--- src/hw/rtl/ltcs_ram.sv ---
// ----------------------------------------------------------------------------
// ltcs_ram
// Generic single-write, single-read RAM with registered read data.
// ----------------------------------------------------------------------------
module ltcs_ram #(
   parameter int WIDTH = 8,
   parameter int DEPTH = 16
) (
   input  logic                     clock,
   input  logic                     we,
   input  logic [$clog2(DEPTH)-1:0] waddr,
   input  logic [WIDTH-1:0]         wdata,
   input  logic                     re,
   input  logic [$clog2(DEPTH)-1:0] raddr,
   output logic [WIDTH-1:0]         rdata
);

   logic [WIDTH-1:0] mem [DEPTH];

   // write port
   always_ff @(posedge clock) begin
      if (we) mem[waddr] <= wdata;
   end

   // registered read, held while re is low
   always_ff @(posedge clock) begin
      if (re) rdata <= mem[raddr];
   end

endmodule

--- config.mk ---
export PLATFORM = sky130hd
export DESIGN_NAME = ltcs_ram
export DESIGN_NICKNAME = d
export VERILOG_FILES = /design/src/hw/rtl/ltcs_ram.sv
export SDC_FILE = /design/constraint.sdc
export NUM_CORES = 1
export LEC_CHECK = 0
export BUFFER_PORTS_ARGS = -buffer_cell sky130_fd_sc_hd__buf_2
export CAP_MARGIN = 15
export CORE_ASPECT_RATIO = 0.5
export CORE_MARGIN = 5
export CORE_UTILIZATION = 60
export DETAILED_ROUTE_END_ITERATION = 12
export GPL_TIMING_DRIVEN = 0
export PLACE_DENSITY = 0.9
export SLEW_MARGIN = 20
export SYNTH_ARGS = -nofsm -noshare
export SYNTH_HDL_FRONTEND = slang
export SYNTH_SLANG_ARGS = --single-unit
--- constraint.sdc ---
create_clock -name clock -period 4.48 [get_ports clock]
set_input_delay 0.448 -clock clock [delete_from_list [all_inputs] [get_ports clock]]
set_output_delay 0.448 -clock clock [all_outputs]
set_load 0.005 [all_outputs]
# Word-level counts from Yosys, hierarchy flattened
# Memory sizes are Yosys's and may differ from the RTL's. A register that Yosys moved wholly into a read port is not among the register bits.
# Index checks and enable logic that the tools add are counted.
[op_classes] muxes=2
[ops] cell="$mux 1" count=2
[word_totals] mem_count=1 in_bits=19 register_bits=0 ramBits=128
[mem_list] name="mem" words=16 width=8 read_ports=1 rd_clocked_by_memory_dff=1 write_ports=1 line_no="18" rtl="logic [WIDTH-1:0] mem [DEPTH];"

# Longest topological paths before layout
[logic_depth] depth_word=2 ltp_mapped=5 ltp_nobuf=3

# Worst setup path after synthesis
# No wires, ideal clock.
[synth_path] path_type="input -> register" start="input port waddr[2]" end="memory mem[0][0], enable pin" stages=2 arrival_ns=1.558 path_slack_ns=2.539 t_required_ns=4.097 n_path_buf=0 path_cell_list="or3b_2 nor3_1"
[synth_rtl] element="from (decl)" line_no="11" rtl="input logic [$clog2(DEPTH)-1:0] waddr,"
[synth_rtl] element="to (decl)" line_no="18"
# Straight into the memory's write port.

# Worst setup path in the final report
[layout_path] start="input port waddr[2]" end="memory mem[1][0], enable pin"
# Straight into the memory's write port.

==> reports/qor.yml <==
die_h_um: 76
coreArea_um2: 8590
antenna_found_initial: 1
grt_max_degree: 17
p_leak_uw: 0.00203
power_frac_clock_pct: 44.8
placement.io_buffers: 25
p_seq_share_pct: 50.4
syn_nets: 248
synth_fa_ha_area_share_pct: 0
synth_commonest_cells: "edfxtp_1 (136), mux4_2 (18), a22oi_1 (16), mux4_1 (14), nor2_1 (13)"
synth-compound-area-share_pct: 2.30
n_antenna_cell: 0
start_kind: "input port"
routed_via_density: 6.58
cts_resized: 0
clkSlewWorstSetupHoldPaths_ps: 60
first_pass_iters: 5
yosysMostFrequentCell: "edfxtp_1"
synth_top_family_by_area: "multiplexers"
rsz0062_at_grt: "false"
syn_inst: 229
worstPathMaxFanout: 8
min_period_ps: 1730
yosys.area_share.simple_pct: 3.14
power.switching_uw: 572
cts_buffers: 17
synth_area_um2: 5230
yosysTopAreaCellShare_pct: 78.1
yosys-top-cells-area: "edfxtp_1 (78%), mux4_2 (7.8%), mux4_1 (7.0%)"
outcome: "completed"
grt_pass1_wl_um: 16900
holdBufCountCts: 0
final-setup-viol-count: 0
tightest_slew_ps: 792
synth-xor-area-share_pct: 0
die_area_um2: 10800
nets: 292
antenna_left: 0
grt_pass1_vias: 2732
utilization_pct: 70.6
yosysTopAreaCell: "edfxtp_1"
comb_power_share_pct: 4.9
yosysUniqueCellTypes: 18
fin_crit_sh_pct: 38.7
path_class: "in2reg"
ys.flop_type: "edfxtp_1"
vdd_drop_max_mv: 0.291
crit_path_max_incr_delay_ps: 640
ys_seq_elements: 136
drv_cap: 0
cts_root_buffer: "clkbuf_16"
drt_iter0_drc: 379
worst_ep_required_time_ps: 4520
finalSetupTns_ps: 0
cts_tree: "built"
synth_mux_area_share_pct: 14.8
grt_usage_pct: 22.3
async_flop_share_pct: 0
wl_per_cell_um: 26.9
p_int_uw: 2290
wl_um: 10900
crit_arrival_ps: 1780
drive_gt1_share_pct: 29.7
initial_utilization_pct: 60.9
fmax_ghz: 0.577
clkSinkCount: 136
hpwl_um: 6640
synth_seq_area_share_pct: 78.1
cts_setup_buffers: 0
rows: 24
cp_slowest_cell: "nor2_1"
synth_edf_count: 136
path_cells: "buf_2, or3b_2, nor2_1"
p_per_area_nw_per_um2: 472
cts_buffer_depth: 2
p_sw_share_pct: 20.0
timing.slew.headroom_pct: 47.0
gp_congestion: 0.891
drcViolationCount: 0
area_growth_syn_to_layout_pct: 16.0
clk_latency_ps: 420
fp.dieW_um: 142
h-tree-depth: 4
critPathCaptureType: "register"
pin_count: 27
num_vias: 2651
hp-class: "in2reg"
grt_overflow: 0
yosysWarnings: 0
clock_skew_ps: 7.74
holdWs_ps: 355
hold_viol: 0
drv_slew: 0
syn-mean-instance-area_um2: 22.8
[worst max-delay path, delay by kind of cell]
family | cells | cell delay, ps
AND/OR/NAND/NOR | 2 | 1200
buffers and inverters | 1 | 130
[placed cells by master, fill, tap and decap left out]
master	instances
edfxtp_1	136
buf_2	28
mux4_2	18
clkbuf_16	17
a22oi_1	16
mux4_1	14
nor2_1	13
nand2_1	9
clkinv_2	8
nor3_2	4
buf_6	3
clkdlybuf4s25_2	3
clkinv_1	3
nand3b_1	2
nand2b_1	2
bufinv_16	2
clkbuf_1	2
nor2b_1	1
buf_4	1
and2_1	1
and2b_1	1
nand3_1	1
or3b_2	1
[registers in the layout, indices dropped and copies added (netlist names)]
name   flops
mem      128
rdata      8
[cells by family (layout without fill, tap and decap cells)]
kind of cell / count (synthesis) / after routing
buf+inv: 10 / 67
simple gates: 35 / 35
mux: 32 / 32
compound gates: 16 / 16
flops: 136 / 136
[power groups by stage]
stage	registers, uW	clock network [uW]	logic, uW
after global routing	1440	1360	147
after CTS	1440	1290	137
after global placement	1460	0	125
after detailed placement	1470	0	134
final	1440	1280	139
after floorplan	1470	0	72.3
[path summary, 6_finish.rpt]
kind                        startpoint                  end  slack [ps]  cells past startpoint
setup / recovery              waddr[2]  mem[1][0]$_DFFE_PP_        2750                      3
hold / removal                      re   rdata[3]$_DFFE_PP_         350                      1
setup reg to reg   mem[3][4]$_DFFE_PP_   rdata[4]$_DFFE_PP_        2770                      3
hold reg to reg   mem[13][2]$_DFFE_PP_   rdata[2]$_DFFE_PP_         770                      3
[metrics by stage]
step           setup WS [ps]  total power [uW]  std cells  instance area, um2
2_1_floorplan           2540              1540        229                5230
4_1_cts                 2390              2870        403                6050
5_1_grt                 2670              2950        403                6060
3_5_place_dp            2030              1600        371                5500
3_3_place_gp            2090              1590        371                5500
6_report                2750              2860        403                6060
[layer usage]
metal  up-vias  wire length [um]  GRT usage, %  share of wire [%]
met3        46              1100          6.39                 10
met1      1335              3970          29.1                 37
met5         -                 7             0              0.065
li1       1069                 -             -                  -
met2       199              5230          33.7                 48
met4         2               533          13.5                4.9
[area by class of cell]
cell class              count  area [um2]
flip-flops and latches    136        4080
fillers                   482        2520
multi-input cells          83        1080
clock buffers              19         433
well taps                 117         146
repair buffers             25         125
clock inverters            13         111
plain buffers              10        86.3
Note: power is estimated with default switching activity, not from simulation.
