**src/hw/rtl/ltcs_pkg.sv**
```systemverilog
// ----------------------------------------------------------------------------
// ltcs_pkg
// Shared types, constants and arithmetic helpers for the log-spaced
// cross-section lookup.
// ----------------------------------------------------------------------------
package ltcs_pkg;

   // table geometry
   localparam int TABLE_ENTRIES = 100;
   localparam int ADDR_W        = $clog2(TABLE_ENTRIES);

   // field widths
   localparam int IDX_W      = 7;
   localparam int VALUE_W    = 24;
   localparam int ENERGY_W   = 32;
   localparam int SCALE_W    = 24;
   localparam int XS_W       = 23;
   localparam int STATUS_W   = 2;
   localparam int CSR_DATA_W = 32;

   // log2 datapath widths
   localparam int MANT_W        = 32;                    // Q1.31 mantissa
   localparam int P_W           = 5;                     // leading-one position
   localparam int LOG_FRAC_BITS = 24;
   localparam int LOG_W         = P_W + LOG_FRAC_BITS;   // Q5.24
   localparam int D_W           = LOG_W + 1;             // signed difference
   localparam int LN_W          = LOG_W;                 // ln ratio, Q.24
   localparam int S_W           = LOG_W;                 // table position, Q.16
   localparam int FRAC_W        = 16;
   localparam int L_W           = S_W - FRAC_W;
   localparam int CNT_W         = $clog2(LOG_FRAC_BITS);

   // ln 2 in Q0.32
   localparam logic [31:0] LN2_Q32 = 32'd2977044472;

   // register reset values
   localparam logic [SCALE_W-1:0]  LOG_SCALE_RESET   = 24'd687771;
   localparam logic [ENERGY_W-1:0] BASE_ENERGY_RESET = 32'd5243;

   typedef enum logic {
      ACTION_LOAD   = 1'b0,
      ACTION_LOOKUP = 1'b1
   } action_type;

   typedef enum logic [STATUS_W-1:0] {
      STATUS_INTERP = 2'd0,
      STATUS_BELOW  = 2'd1,
      STATUS_LAST   = 2'd2
   } status_type;

   typedef enum logic {
      CSR_LOG_SCALE   = 1'b0,
      CSR_BASE_ENERGY = 1'b1
   } csr_index_type;

   // normalized mantissa and exponent of a raw word
   typedef struct packed {
      logic [P_W-1:0]    p;
      logic [MANT_W-1:0] m;
   } norm_type;

   // find the leading one and shift it to bit 31; zero is read as one
   function automatic norm_type log_normalize(input logic [ENERGY_W-1:0] x);
      logic [ENERGY_W-1:0] xx;
      logic [P_W-1:0]      p;
      norm_type            r;
      xx = (x == '0) ? ENERGY_W'(1) : x;
      p  = '0;
      for (int i = 0; i < ENERGY_W; i++) begin
         if (xx[i]) p = P_W'(i);
      end
      r.p = p;
      r.m = xx << (P_W'(MANT_W - 1) - p);
      return r;
   endfunction

   // one fraction bit of log2: square, renormalize, bit in the msb
   function automatic logic [MANT_W:0] log_square_step(input logic [MANT_W-1:0] m);
      logic [2*MANT_W-1:0] sq;
      logic [MANT_W:0]     t;
      sq = m * m;
      t  = sq[2*MANT_W-1:MANT_W-1];
      return t[MANT_W] ? {1'b1, t[MANT_W:1]} : {1'b0, t[MANT_W-1:0]};
   endfunction

endpackage

```
**src/hw/rtl/ltcs_base_log.sv**
```systemverilog
// ----------------------------------------------------------------------------
// ltcs_base_log
// Iterative log2 of the base energy register, one fraction bit per cycle.
// Runs after reset and after each base energy write.
// ----------------------------------------------------------------------------
module ltcs_base_log
   import ltcs_pkg::*;
(
   input  logic                clock,
   input  logic                reset,
   input  logic                start,
   input  logic [ENERGY_W-1:0] base_energy,
   output logic                ready,
   output logic [LOG_W-1:0]    base_log
);

   typedef enum logic [1:0] {
      IDLE,
      NORM,
      SQUARE
   } state_type;

   state_type              state_ff;
   logic [CNT_W-1:0]       count_ff;
   logic [MANT_W-1:0]      m_ff;
   logic [P_W-1:0]         p_ff;
   logic [LOG_FRAC_BITS-1:0] f_ff;
   norm_type               norm;
   logic [MANT_W:0]        step;

   assign norm = log_normalize(base_energy);
   assign step = log_square_step(m_ff);

   // sequencer: normalize once, then square for each fraction bit
   always_ff @(posedge clock) begin
      if (reset) begin
         state_ff <= NORM;
         count_ff <= '0;
      end else if (start) begin
         // a new base energy restarts the computation from any state
         state_ff <= NORM;
      end else begin
         case (state_ff)
            IDLE: begin
               state_ff <= IDLE;
            end
            NORM: begin
               p_ff     <= norm.p;
               m_ff     <= norm.m;
               f_ff     <= '0;
               count_ff <= '0;
               state_ff <= SQUARE;
            end
            SQUARE: begin
               m_ff <= step[MANT_W-1:0];
               f_ff <= {f_ff[LOG_FRAC_BITS-2:0], step[MANT_W]};
               if (count_ff == CNT_W'(LOG_FRAC_BITS - 1)) begin
                  state_ff <= IDLE;
               end else begin
                  count_ff <= count_ff + CNT_W'(1);
               end
            end
            default: state_ff <= IDLE;
         endcase
      end
   end

   assign ready    = (state_ff == IDLE);
   assign base_log = {p_ff, f_ff};

endmodule

```
**config.mk**
```make
export PLATFORM = sky130hd
export DESIGN_NAME = ltcs_base_log
export DESIGN_NICKNAME = d
export VERILOG_FILES = /design/src/hw/rtl/ltcs_pkg.sv /design/src/hw/rtl/ltcs_base_log.sv
export SDC_FILE = /design/constraint.sdc
export NUM_CORES = 2
export LEC_CHECK = 0
export BUFFER_PORTS_ARGS = -buffer_cell sky130_fd_sc_hd__buf_2
export CORE_MARGIN = 3
export CORE_UTILIZATION = 30
export DETAILED_ROUTE_END_ITERATION = 12
export SKIP_LAST_GASP = 1
export SYNTH_ARGS = -nofsm -noshare
export SYNTH_HDL_FRONTEND = slang
export SYNTH_SLANG_ARGS = --single-unit
```
**constraint.sdc**
```tcl
create_clock -name clock -period 7.9 [get_ports clock]
set_clock_uncertainty 0.2 [all_clocks]
set_input_delay 0.79 -clock clock [delete_from_list [all_inputs] [get_ports clock]]
set_output_delay 0.79 -clock clock [all_outputs]
set_load 0.01 [all_outputs]
```
# Word-level counts from Yosys, hierarchy flattened
# Cells that the tools add are included.
# totals
in_bits	35
elab_cells	62
register_bits	68
# op_classes
n_bitwise	2
n_mux	39
shift	1
n_reduce_logical	7
n_addsub	2
n_eq_ne	5
mul	1
# ops
cell	count
5-bit two-way mux	31
32-bit by 32-bit multiplier with 64-bit output	1
32-bit one-hot mux with 2 select lines	1
24-bit one-hot mux with 2 select lines	1
33-bit two-way mux	1
32-bit zero test	1
32-bit two-way mux	1
32-bit by 5-bit << shifter with 32-bit output	1
5-bit one-hot mux with 2 select lines	1
3-bit AND reduction	3
5-bit by 1-bit adder with 5-bit output (second input constant)	1
5-bit equality test (second input constant)	1
5-bit subtractor (first input constant)	1
2-bit != test (second input constant)	2
2-bit one-hot mux with 2 select lines	1
2-bit by 1-bit equality test with 1-bit output (second input constant)	1
2-bit equality test (second input constant)	1
2-bit zero test	1
2-bit two-way mux	1
1-bit NOT	2
2-bit nonzero test	1
2-bit OR reduction	1
1-bit two-way mux	1

# Longest topological paths before layout
# depth
word_depth	36
ltp_mapped	34
depth_no_buf	30

# Worst setup path after synthesis
# No wires, ideal clock.
# synth_path
path_kind	reg-to-reg
from	reg m_ff[18]
to	reg m_ff[30] (data pin)
period_less_slack_ns	7.940
slack_ns	-0.040
path_stages_with_launch	30
t_arrival_ns	7.468
setup_ns	0.272
path_buffers	3
path_cell_list	edfxtp_1 > clkbuf_1 > clkbuf_1 > nand2_1 > fa_1 > inv_1 > fa_1 > inv_1 > fa_1 > inv_1 > fa_1 > inv_1 > fa_1 > fa_1 > inv_1 > fa_1 > inv_1 > fa_1 > inv_1 > ha_1 > clkbuf_1 > a21oi_1 > o21ai_0 > or2_2 > o31a_1 > a21oi_1 > a211oi_1 > or3_1 > nand3_1 > a31oi_1
# synth_via
elab_chain_len	3
# synth_rtl
element	line_no	text
from (decl)	ltcs_base_log.sv:25	logic [MANT_W-1:0] m_ff;
from (signal assigned)	ltcs_base_log.sv:49	m_ff <= norm.m;
from (signal assigned)	ltcs_base_log.sv:55	m_ff <= step[MANT_W-1:0];
32-bit by 32-bit multiplier with 64-bit output	ltcs_pkg.sv:81	sq = m * m;
33-bit two-way mux	ltcs_pkg.sv:83	return t[MANT_W] ? {1'b1, t[MANT_W:1]} : {1'b0, t[MANT_W-1:0]};
32-bit one-hot mux with 2 select lines	ltcs_base_log.sv:43	case (state_ff)
# No other way between the ends.
# A chain may end at the register's enable or synchronous reset.

# Worst setup path in the final report
# layout_path
from	reg m_ff[3]
to	reg m_ff[12] (data pin)
# The elaborated chain is that of the path after synthesis.

==> results.txt <==
----------------------------------------------------
[Outcome]
  Status ... finished with violations
  Violations in the final reports ... setup timing

[Timing]
  Final Hold Violating Endpoints ... 0
  Slew of the pin with the lowest slew margin ... 0.922 ns
  Max Freq ... 0.123 GHz
  Number of max-slew violations in the final report ... 0
  Worst-case setup margin in the final layout ... -0.226 ns
  Fin crit period ... 8.13 ns
  Tightest slew margin relative to the limit ... 38.5%
  Unrepaired setup endpoints after global routing ... true
  Final Setup Violations ... 31
  Post-route clock period utilization ... 103%

[Setup path]
  Delay of the slowest critical-path stage ... 0.54 ns
  Cell with the largest stage delay on the worst path ... sky130_fd_sc_hd__fa_1
  Highest net fanout along the worst path ... 15
  Crit end category ... register
  Required time of the critical path ... 7.81 ns
  Worst Setup Path Type ... reg2reg
  Most used cell along the critical path ... sky130_fd_sc_hd__fa_1
  Kind of start point of the critical path ... register
  Data arrival time at the worst-slack endpoint ... 8.04 ns

[Yosys]
  Sequential area share after synthesis ... 6.02%
  Syn_area_per_cell ... 9.40 um2
  Post-synth design cell area ... 32800 um2
  Flip-flop and latch count after synthesis ... 68
  Prevailing post-synth register cell ... sky130_fd_sc_hd__edfxtp_1
  Count of flip-flops with a built-in enable after synthesis ... 61
  Post-Syn Nets ... 4603
  Number of distinct standard cells referenced by the synthesized netlist ... 75
  FFs w/ async S/R, synth ... 0%
  Number of synthesis warnings ... 0
  Cells after Synth ... 3486

[Floorplan]
  Vertical die dimension ... 336 um
  Initial cell density of the core ... 30.4%
  Standard-cell row count ... 120
  Std-Cell Core Area ... 108000 um2
  Area enclosed by the die boundary ... 113000 um2
  I/O pin count ... 65
  Chip width ... 336 um

[Final layout]
  Area delta synth->final ... 22.4%
  Final cell area excluding filler cells ... 40100 um2
  Layout cell share with drive strength beyond 1 ... 20.7%
  Commonest cells after routing, fill and taps aside ... 961 x sky130_fd_sc_hd__inv_1, 761 x sky130_fd_sc_hd__fa_1, 383 x sky130_fd_sc_hd__buf_4
  Leading cell type in the layout, fill and taps excluded ... sky130_fd_sc_hd__inv_1
  Fin nets ... 5028

[GRT]
  Total global routing overflow ... 0
  Number of global-route vias before repair ... 27102
  Initial antenna violation count ... 3
  Overall track demand over capacity in global routing ... 17.0%
  Global-route wire length before repair ... 150 mm
  Largest net degree at the start of global routing ... 33

[Placed design]
  Cell area after placement ... 37700 um2
  Input/output buffers ... 64
  Gpl congestion ... 0.913
  HPWL after detailed placement ... 79.4 mm

[Route]
  Vias per std cell ... 4.61
  Final WL ... 94.4 mm
  Violation count after the first detailed-routing iteration ... 1304
  Routed wire length per instance ... 17.7 um
  # DRC ... 0
  Antenna-violating nets left ... 0
  Routed vias ... 24545
  Drt first pass iters ... 7

[Clocking]
  Clock Sinks ... 68
  Worst-skew pair later-pin latency ... 0.36 ns
  CTS tree ... built
  H-Tree Depth ... 3
  TritonCTS buffer count ... 9
  Maximum buffer depth of the clock tree ... 2
  Number of hold-repair buffers added at the cts stage ... 0
  CTS root buffer ... sky130_fd_sc_hd__clkbuf_16
  Clock slew at reported path FFs ... 0.07 ns

[Min path]
  Class of the tightest hold or removal check ... reg2reg

[Job]
  Max-cap violation count ... 0

----------------------------------------------------
[layout make-up]
type                       count  area, um2
inverter                    1003       3810
timing repair buffer         538       4690
timing repair inverter         2       27.5
sequential                    68       1970
clock buffer                   9        225
tap                         1403       1760
clock inverter                 7       82.6
fill                       10686      67600
antenna                        3       7.51
multi-input combinational   2289      27500
[critical path: cells and delay by family (launching register included)]
family / cells / cell delay [ns]
compound gates: 5 / 0.81
fa+ha+maj: 9 / 4.30
mux: 1 / 0.24
flops: 1 / 0.44
xor+xnor: 1 / 0.16
simple gates: 3 / 0.42
buf+inv: 13 / 1.30
[final timing paths]
check	from	to	slack (ns)	depth (start not counted)
hold / removal	count_ff[1]$_SDFFE_PP0P_	count_ff[1]$_SDFFE_PP0P_	0.28	2
setup / recovery	m_ff[3]$_DFFE_PP_	m_ff[12]$_DFFE_PP_	-0.23	32
hold reg to reg	count_ff[1]$_SDFFE_PP0P_	count_ff[1]$_SDFFE_PP0P_	0.28	2
setup reg to reg	m_ff[3]$_DFFE_PP_	m_ff[12]$_DFFE_PP_	-0.23	32
[synth_stat cells, drive strengths merged, types with 3 or more instances]
library cell	count	area, um2
inv	998	3750
fa	806	16100
nand2	311	1170
ha	276	3450
and2	215	1350
nor2	127	477
clkbuf	110	413
a21oi	104	521
mux2i	88	881
edfxtp	61	1830
o21ai	58	294
xnor2	35	314
a21o	29	218
nand3	23	115
nor2b	19	119
buf	16	87.6
nor3	15	75.1
xor2	15	131
and3	14	87.6
nand2b	14	87.6
nand4	12	75.1
a31oi	11	68.8
o21bai	11	82.6
o22ai	11	68.8
a211oi	8	65.1
dfxtp	7	140
o211ai	7	52.6
or2	7	43.8
mux2	6	71.3
o21a	6	45.0
o31ai	6	45.0
clkinv	5	18.8
or3	5	31.3
a22oi	4	30.0
nor4	4	25.0
a21boi	3	22.5
a221oi	3	32.5
a31o	3	26.3
o2111ai	3	26.3
o221ai	3	26.3
o31a	3	26.3
or4	3	22.5
[per-stage QoR]
step / instances / setup TNS [ns] / setup WS (ns) / hold WS [ns] / util [%]
detailed placement: 5230 / -18.72 / -0.880 / 0.276 / 35.0
CTS: 5297 / -1.28 / -0.144 / 0.284 / 36.6
global placement: 5230 / -16.34 / -0.828 / 0.252 / 35.0
floorplan: 3486 / 0 / 0.0329 / 0.240 / -
finish: 5322 / -4.03 / -0.226 / 0.282 / 37.2
global route: 5320 / -12.30 / -0.464 / 0.306 / 37.2
[cell families (layout without fill, tap and decap cells)]
kind of cell / after synthesis / in the layout / share of synthesized area (%)
buffers and inverters: 1129 / 1559 / 13.0
adders and majority gates: 1082 / 1082 / 59.8
xor gates and xnor gates: 50 / 50 / 1.36
DFF: 68 / 68 / 6.02
muxes: 94 / 94 / 2.91
other: 0 / 3 / 0
and+or+nand+nor: 774 / 774 / 11.3
AOI/OAI and AO/OA: 289 / 289 / 5.55
[repair_timing]
item / 4_1_cts / 5_1_grt
endpoints found under the setup margin: 33 / 33
gates resized for setup: 226 / 137
endpoints found under the hold margin: 0 / 0
setup buffers: 49 / 20
pin swaps: 116 / 97
gates cloned: 4 / 4
[flip-flops by register name, summed over array words and instances, names as in the netlist]
signal / cells
m_ff: 32
count_ff: 5
f_ff: 24
p_ff: 5
state_ff: 2
[routing by layer]
metal / part of all wire, % / GRT usage (%) / routed length, um / vias up
met5: 0.0074 / 0 / 7 / -
met4: 2.8 / 4.38 / 2630 / 2
met3: 5.0 / 2.36 / 4680 / 155
met2: 50 / 29.7 / 47300 / 644
met1: 42 / 22.1 / 39800 / 12554
li1: - / - / - / 11190
Power is not shown: default switching activity piles up to over one toggle a cycle in this logic, so the estimate is an artifact.
